===== config.mk =====
export PLATFORM = sky130hd
export DESIGN_NAME = nwc_ctrl
export DESIGN_NICKNAME = d
export VERILOG_FILES = /design/src/rtl/nwc_pkg.sv /design/src/rtl/nwc_ctrl.sv
export SDC_FILE = /design/constraint.sdc
export NUM_CORES = 1
export LEC_CHECK = 0
export BUFFER_PORTS_ARGS = -buffer_cell sky130_fd_sc_hd__buf_2
export CORE_AREA = 3 3 40 42
export CTS_CLUSTER_DIAMETER = 30
export DETAILED_ROUTE_END_ITERATION = 10
export DIE_AREA = 0 0 43 45
export PLACE_DENSITY = 0.66
export SETUP_SLACK_MARGIN = 0.02
export SYNTH_ARGS = -nofsm -noshare
export SYNTH_HDL_FRONTEND = slang
export SYNTH_SLANG_ARGS = --single-unit

===== constraint.sdc =====
create_clock -name clk -period 2.5 [get_ports clk]
set_clock_uncertainty 0.05 [all_clocks]
set_input_delay 0.625 -clock clk [delete_from_list [all_inputs] [get_ports clk]]
set_output_delay 0.625 -clock clk [all_outputs]
set_load 0.005 [all_outputs]

===== src/rtl/nwc_pkg.sv =====
package nwc_pkg;

    // Default sizes
    localparam int TUPLE_BITS_DEF   = 8;
    localparam int NUM_TUPLES_DEF   = 128;
    localparam int IMAGE_PIXELS_DEF = 1024;
    localparam int NUM_CLASSES_DEF  = 4;

    // Register reset values
    localparam logic [7:0] THRESHOLD_RST   = 8'd127;
    localparam logic [2:0] CLASS_COUNT_RST = 3'd2;

    // Configuration register indexes
    localparam logic CFG_THRESHOLD   = 1'b0;
    localparam logic CFG_CLASS_COUNT = 1'b1;

    // Request codes
    typedef enum logic [2:0] {
        REQ_PIXEL = 3'd0,
        REQ_CONN  = 3'd1,
        REQ_TRAIN = 3'd2,
        REQ_RECOG = 3'd3,
        REQ_CLEAR = 3'd4
    } req_code_t;

    typedef struct packed {
        logic [2:0] req_type;
        logic [9:0] index;
        logic [9:0] value;
        logic [1:0] class_id;
    } req_beat_t;

    typedef struct packed {
        logic       status;
        logic [1:0] result_class;
        logic [7:0] hit_count;
        logic [1:0] winner;
        logic       last;
    } rsp_beat_t;

    typedef enum logic [2:0] {
        ST_INIT,
        ST_IDLE,
        ST_DECODE,
        ST_CLEAR,
        ST_SCAN,
        ST_WIN,
        ST_EMIT,
        ST_ACK
    } state_t;

    // Controller to datapath
    typedef struct packed {
        logic sweep_run;
        logic sweep_all;
        logic capture;
        logic pix_wr;
        logic map_wr;
        logic scan_start;
        logic win_step;
        logic cp_clear;
        logic emit;
        logic ack;
        logic ack_bad;
    } nwc_cmd_t;

    // Datapath to controller
    typedef struct packed {
        logic       sweep_done;
        logic [2:0] req;
        logic       bad_class;
        logic       no_class;
        logic       scan_done;
        logic       cp_last;
        logic       out_free;
    } nwc_sts_t;

endpackage


===== src/rtl/nwc_ctrl.sv =====
module nwc_ctrl
    import nwc_pkg::*;
(
    input  logic     clk,
    input  logic     rst_n,
    input  logic     in_valid,
    output logic     in_ready,
    input  nwc_sts_t sts,
    output nwc_cmd_t cmd
);

    state_t state_reg;
    state_t state_next;

    // State register
    always_ff @(posedge clk or negedge rst_n)
    begin
        if (!rst_n)
        begin
            state_reg <= ST_INIT;
        end
        else
        begin
            state_reg <= state_next;
        end
    end

    // Next state
    always_comb
    begin
        state_next = state_reg;
        unique case (state_reg)
            ST_INIT:
            begin
                if (sts.sweep_done)
                begin
                    state_next = ST_IDLE;
                end
            end
            ST_IDLE:
            begin
                if (in_valid)
                begin
                    state_next = ST_DECODE;
                end
            end
            ST_DECODE:
            begin
                unique case (sts.req)
                    REQ_TRAIN:
                    begin
                        state_next = sts.bad_class ? ST_ACK : ST_SCAN;
                    end
                    REQ_RECOG:
                    begin
                        state_next = sts.no_class ? ST_IDLE : ST_SCAN;
                    end
                    REQ_CLEAR:
                    begin
                        state_next = ST_CLEAR;
                    end
                    default:
                    begin
                        state_next = ST_ACK;
                    end
                endcase
            end
            ST_CLEAR:
            begin
                if (sts.sweep_done)
                begin
                    state_next = ST_ACK;
                end
            end
            ST_SCAN:
            begin
                if (sts.scan_done)
                begin
                    state_next = (sts.req == REQ_RECOG) ? ST_WIN : ST_ACK;
                end
            end
            ST_WIN:
            begin
                if (sts.cp_last)
                begin
                    state_next = ST_EMIT;
                end
            end
            ST_EMIT:
            begin
                if (sts.out_free && sts.cp_last)
                begin
                    state_next = ST_IDLE;
                end
            end
            ST_ACK:
            begin
                if (sts.out_free)
                begin
                    state_next = ST_IDLE;
                end
            end
            default:
            begin
                state_next = ST_IDLE;
            end
        endcase
    end

    // Outputs
    always_comb
    begin
        cmd      = '0;
        in_ready = 1'b0;
        unique case (state_reg)
            ST_INIT:
            begin
                cmd.sweep_run = 1'b1;
                cmd.sweep_all = 1'b1;
            end
            ST_IDLE:
            begin
                in_ready    = 1'b1;
                cmd.capture = in_valid;
            end
            ST_DECODE:
            begin
                cmd.pix_wr     = (sts.req == REQ_PIXEL);
                cmd.map_wr     = (sts.req == REQ_CONN);
                cmd.scan_start = ((sts.req == REQ_TRAIN) && !sts.bad_class)
                              || ((sts.req == REQ_RECOG) && !sts.no_class);
            end
            ST_CLEAR:
            begin
                cmd.sweep_run = 1'b1;
            end
            ST_WIN:
            begin
                cmd.win_step = 1'b1;
                cmd.cp_clear = sts.cp_last;
            end
            ST_EMIT:
            begin
                cmd.emit = sts.out_free;
            end
            ST_ACK:
            begin
                cmd.ack     = sts.out_free;
                cmd.ack_bad = (sts.req == REQ_TRAIN) && sts.bad_class;
            end
            default:
            begin
                cmd = '0;
            end
        endcase
    end

endmodule


---- Word level (Yosys, flattened, before mapping) ----
Index checks and enable logic that the tools add are counted.
storage, ports and cells
  register bits after elaboration ......... 3
  latch bits .............................. 0
  bits in writable memories ............... 0
  bits in read-only memories .............. 0
  output and inout bits ................... 12
  memories ................................ 0
operators by class
  add/subtract/negate cells ............... 0
  multipliers ............................. 0
  divide/modulo/power cells ............... 0
  magnitude comparators ................... 0
  eq/ne operators ......................... 18
  shift operators ......................... 0
  multiplexer cells ....................... 20
  bitwise operators ....................... 0
  reductions and logical operators ........ 11
operator list
  operator                                             number
  two-way mux 3 bit                                    9
  case mux 3 bit (8 select lines)                      1
  equality test 3 bit, second input constant           5
  != test 2 bit, second input constant                 7
  equality test 3 x 2 -> 1 bit, second input constant  4
  case mux 3 bit (3 select lines)                      1
  two-way mux 2 bit                                    4
  AND reduction 7 bit                                  1
  equality test 3 x 1 -> 1 bit, second input constant  2
  logical NOT 3 bit                                    2
  two-way mux 1 bit                                    5
  logical AND 1 bit                                    4
  logical NOT 1 bit                                    2
  OR reduction 2 bit                                   1
  logical OR 1 bit                                     1

---- Depth between registers and ports, before layout ----
  depth in word-level cells ............... 4
  mapped depth ............................ 7

---- Worst setup path after synthesis ----
Ideal clock, no wire load.
  path kind ............................... reg-to-output
  from .................................... register state_reg[2]
  to ...................................... output port cmd[0] (netlist bit)
  arrival ................................. 1.082 ns
  required time ........................... 1.825 ns
  slack ................................... 0.743 ns
  cell stages (with the launch flop) ...... 4
  path through ............................ dfrtp_1 clkbuf_1 nand3_1 nor4b_1
RTL lines
  element                 RTL line        source
  from (decl)             nwc_ctrl.sv:12  state_t state_reg;
  from (signal assigned)  nwc_ctrl.sv:24  state_reg <= state_next;
  to (decl)               nwc_ctrl.sv:9   output nwc_cmd_t cmd

==> run_summary.xml <==
<?xml version="1.0" encoding="UTF-8"?>
<metrics>
  <group name="synth">
    <metric name="synth.largest_area_cell" unit="">sky130_fd_sc_hd__dfrtp_1</metric>
    <metric name="yosys_register_bits" unit="">3</metric>
    <metric name="nets_in_the_synthesized_netlist" unit="">75</metric>
    <metric name="synth.top_cell.area_share" unit="">0.155</metric>
    <metric name="yosysUniqueCellTypes" unit="">33</metric>
    <metric name="yosys_warnings" unit="">0</metric>
    <metric name="postSynthCellCount" unit="">62</metric>
    <metric name="syn-cell-area" unit="sq um">483</metric>
    <metric name="synth_top_cells_by_area" unit="">sky130_fd_sc_hd__dfrtp_1, sky130_fd_sc_hd__mux2i_1, sky130_fd_sc_hd__nor2b_1, sky130_fd_sc_hd__mux4_2, sky130_fd_sc_hd__and2_1</metric>
    <metric name="syn_avg_cell_area" unit="sq um">7.79</metric>
    <metric name="synth_seq_area_share" unit="">0.155</metric>
  </group>
  <group name="grt">
    <metric name="globalRouteOverflowTotal" unit="">0</metric>
    <metric name="groute.layer.met3.usage" unit="">0.0120</metric>
    <metric name="first_global_vias" unit="">439</metric>
    <metric name="grt_first_pass_wirelength" unit="um">1930</metric>
    <metric name="grt_util_met1" unit="">0.170</metric>
    <metric name="track_usage" unit="">0.127</metric>
    <metric name="grt-busiest-layer" unit="">met2</metric>
    <metric name="grt_start_max_net_pins" unit="">14</metric>
    <metric name="use_met2" unit="">0.219</metric>
    <metric name="antenna_found_initial" unit="">0</metric>
  </group>
  <group name="timing">
    <metric name="timing.final.max_slew_violations" unit="">0</metric>
    <metric name="finalSetupViolCount" unit="">0</metric>
    <metric name="finalSetupTns" unit="ns">0</metric>
    <metric name="fin_ws" unit="ns">0.268</metric>
    <metric name="clock.fmax" unit="MHz">448</metric>
    <metric name="setup_repair_after_global_routing_missed_its_margin" unit="">false</metric>
    <metric name="layout_worst_path_cycle_share" unit="">0.893</metric>
    <metric name="hold_viol" unit="">0</metric>
    <metric name="layout_min_cycle_time" unit="ns">2.23</metric>
    <metric name="max_slew.worst_pin.slew" unit="ns">0.416</metric>
    <metric name="slew_headroom" unit="">0.723</metric>
  </group>
  <group name="routing">
    <metric name="detailedRoute.firstIterationViolations" unit="">3</metric>
    <metric name="vias" unit="">509</metric>
    <metric name="post-route-drc-count" unit="">0</metric>
    <metric name="count_of_nets_left_with_antenna_violations_after_detail_routing" unit="">0</metric>
    <metric name="drt_pre_antenna_iters" unit="">2</metric>
    <metric name="route.detailed.vias_per_inst" unit="">5.04</metric>
    <metric name="drt_wl_total" unit="um">1150</metric>
    <metric name="detail_route.wl_per_cell" unit="um">11.3</metric>
  </group>
  <group name="place">
    <metric name="post-place-ws" unit="ns">0.451</metric>
    <metric name="place_congestion" unit="">0.815</metric>
    <metric name="estimated_wirelength_of_the_detail_placed_design" unit="um">938</metric>
    <metric name="buffer_ports.inserted" unit="">23</metric>
  </group>
  <group name="clocking">
    <metric name="cts.htree.levels" unit="">1</metric>
    <metric name="ctsHoldBuffers" unit="">0</metric>
    <metric name="numCtsBuffers" unit="">3</metric>
    <metric name="path_clk_slew" unit="ns">0.04</metric>
    <metric name="clock_tree.root_cell" unit="">sky130_fd_sc_hd__clkbuf_4</metric>
    <metric name="post-cts-setup-buffer-count" unit="">0</metric>
    <metric name="clkSinkCount" unit="">3</metric>
    <metric name="post_cts_resized" unit="">0</metric>
    <metric name="clk_buf_depth" unit="">2</metric>
    <metric name="clock_insertion_delay_worst_skew" unit="ns">0.23</metric>
    <metric name="tritoncts_clock_tree" unit="">yes</metric>
  </group>
  <group name="critical_path">
    <metric name="worst-endpoint-arrival" unit="ns">1.56</metric>
    <metric name="critical-path-slowest-cell" unit="">sky130_fd_sc_hd__dfrtp_1</metric>
    <metric name="crit_type" unit="">reg -&gt; out</metric>
    <metric name="timing.critical_path.slowest_cell_delay" unit="ns">0.52</metric>
    <metric name="startpoint_type" unit="">flop</metric>
    <metric name="path_cells" unit="">nand2b_1 -&gt; nor4_1 -&gt; nor2b_1 -&gt; buf_2</metric>
    <metric name="critical_path.startpoint" unit="">state_reg[0]$_DFFE_PN0P_</metric>
    <metric name="cp-end-kind" unit="">output pin</metric>
    <metric name="worstPathBufferInverterCount" unit="">1</metric>
    <metric name="crit-reg2reg-launch" unit="">state_reg[1]$_DFFE_PN0P_</metric>
    <metric name="cell_type_group_with_the_largest_total_delay_on_the_critical_path" unit="">simple AND/OR/NAND/NOR gates</metric>
    <metric name="critPathRequiredTime" unit="ns">1.82</metric>
    <metric name="critical_path_peak_fanout" unit="">13</metric>
  </group>
  <group name="die">
    <metric name="floorplan.initialDensity" unit="">0.376</metric>
    <metric name="fp.dieH" unit="um">45</metric>
    <metric name="number_of_standard_cell_rows_in_the_floorplan" unit="">13</metric>
    <metric name="die_width" unit="um">43</metric>
    <metric name="dieArea" unit="sq um">1940</metric>
    <metric name="design.portCount" unit="">24</metric>
    <metric name="core_region_area" unit="sq um">1280</metric>
  </group>
  <group name="cells_and_area">
    <metric name="layout_commonest_cell" unit="">sky130_fd_sc_hd__buf_2</metric>
    <metric name="antenna_cells_inserted" unit="">0</metric>
    <metric name="largest_register_ff_count" unit="">3</metric>
    <metric name="final_core_util" unit="">0.485</metric>
    <metric name="most-common-layout-cells" unit="">sky130_fd_sc_hd__buf_2, sky130_fd_sc_hd__nor2b_1, sky130_fd_sc_hd__mux2i_1</metric>
    <metric name="layout-area-overhead-vs-synth" unit="%">29.0</metric>
    <metric name="layout.filler_cells" unit="">139</metric>
    <metric name="nets" unit="">100</metric>
    <metric name="drive_gt1_frac" unit="">0.360</metric>
  </group>
  <group name="power">
    <metric name="clock_group_share_of_total_power" unit="">0.121</metric>
    <metric name="p_total" unit="mW">0.715</metric>
    <metric name="power.net_switching" unit="mW">0.340</metric>
    <metric name="intPower" unit="mW">0.375</metric>
    <metric name="pwr_density_cell" unit="nW/um^2">1150</metric>
    <metric name="power_frac_seq" unit="">0.220</metric>
    <metric name="combinationalPowerShare" unit="">0.659</metric>
    <metric name="p_leak" unit="nW">0.320</metric>
    <metric name="p_sw_frac" unit="">0.475</metric>
    <metric name="vdd.ir_drop.worst" unit="uV">370</metric>
  </group>
  <group name="min_path">
    <metric name="worst_hold_path_type" unit="">in -&gt; async</metric>
  </group>
  <group name="outcome">
    <metric name="run_status" unit="">finished, final reports clean</metric>
  </group>
  <group name="run">
    <metric name="cap_viol_max_count" unit="">0</metric>
  </group>
</metrics>
[stage by stage]
stage          cells  hold WS (ns)  cell area (sq um)
3_3_place_gp      97         0.370                597
4_1_cts          101         0.117                623
5_1_grt          101         0.125                623
3_5_place_dp      97         0.371                597
6_report         101         0.125                623
2_1_floorplan     62         0.279                483
[synthesized netlist by cell type (all sizes together)]
library cell	count
nor4b	1
o21ba	1
nand3b	2
inv	4
nor3	3
nor3b	2
mux4	1
nand2b	2
and2	3
dfrtp	3
nand2	3
nand3	2
nand4	1
a21o	2
ha	1
o21ai	3
or3b	1
nor4	1
nor2b	7
a2111oi	1
nor2	3
nand4b	2
mux2i	5
a311oi	1
a21oi	1
a41oi	1
buf	2
and3	2
clkbuf	1
[power groups by stage]
stage	sequential, mW	combinational (mW)	clock (mW)
floorplan	0.0956	0.433	0
global placement	0.158	0.468	0
detailed placement	0.158	0.476	0
CTS	0.159	0.477	0.0900
global route	0.164	0.539	0.0927
finish	0.157	0.471	0.0866
[worst reg2reg max path, cell delays in order, from the launching register on]
cell and delay [ns]:
sky130_fd_sc_hd__dfrtp_1 0.51, sky130_fd_sc_hd__inv_2 0.14, sky130_fd_sc_hd__ha_1 0.37, sky130_fd_sc_hd__o21ba_2 0.21, sky130_fd_sc_hd__o21ai_0 0.25, sky130_fd_sc_hd__a311oi_1 0.14
sky130_fd_sc_hd__a21oi_1 0.12
[area by class of cell]
| cell class | count | area, sq um | area share |
|---|---|---|---|
| timing repair buffer | 23 | 115 | 0.185 |
| tap | 15 | 18.8 | 0.0301 |
| sequential | 3 | 75.1 | 0.120 |
| inverter | 4 | 15.0 | 0.0241 |
| multi-input combinational | 52 | 373 | 0.598 |
| clock buffer | 4 | 26.3 | 0.0422 |
[layer usage]
metal | vias up | part of all wire
li1 | 275 | -
met1 | 221 | 0.47
met2 | 13 | 0.48
met3 | 0 | 0.053
met4 | 0 | 0
met5 | - | 0
[logic make-up after synthesis]
| family | after synthesis | share of synthesized area |
|---|---|---|
| AOI/OAI and AO/OA | 10 | 0.155 |
| muxes | 6 | 0.150 |
| and+or+nand+nor | 35 | 0.440 |
| DFF | 3 | 0.155 |
| buffers and inverters | 7 | 0.0725 |
| adders and majority gates | 1 | 0.0259 |
[final timing paths]
kind / to / slack [ns] / cells past startpoint
min: state_reg[0]$_DFFE_PN0P_ / 0.12 / 1
max: cmd[7] / 0.27 / 4
max reg2reg: state_reg[1]$_DFFE_PN0P_ / 0.64 / 6
min in group clk: state_reg[1]$_DFFE_PN0P_ / 0.73 / 2
max in group asynchronous: state_reg[2]$_DFFE_PN0P_ / 2.17 / 1
min reg2reg: state_reg[1]$_DFFE_PN0P_ / 0.73 / 2
No activity file was read; power rests on OpenSTA's default activity.
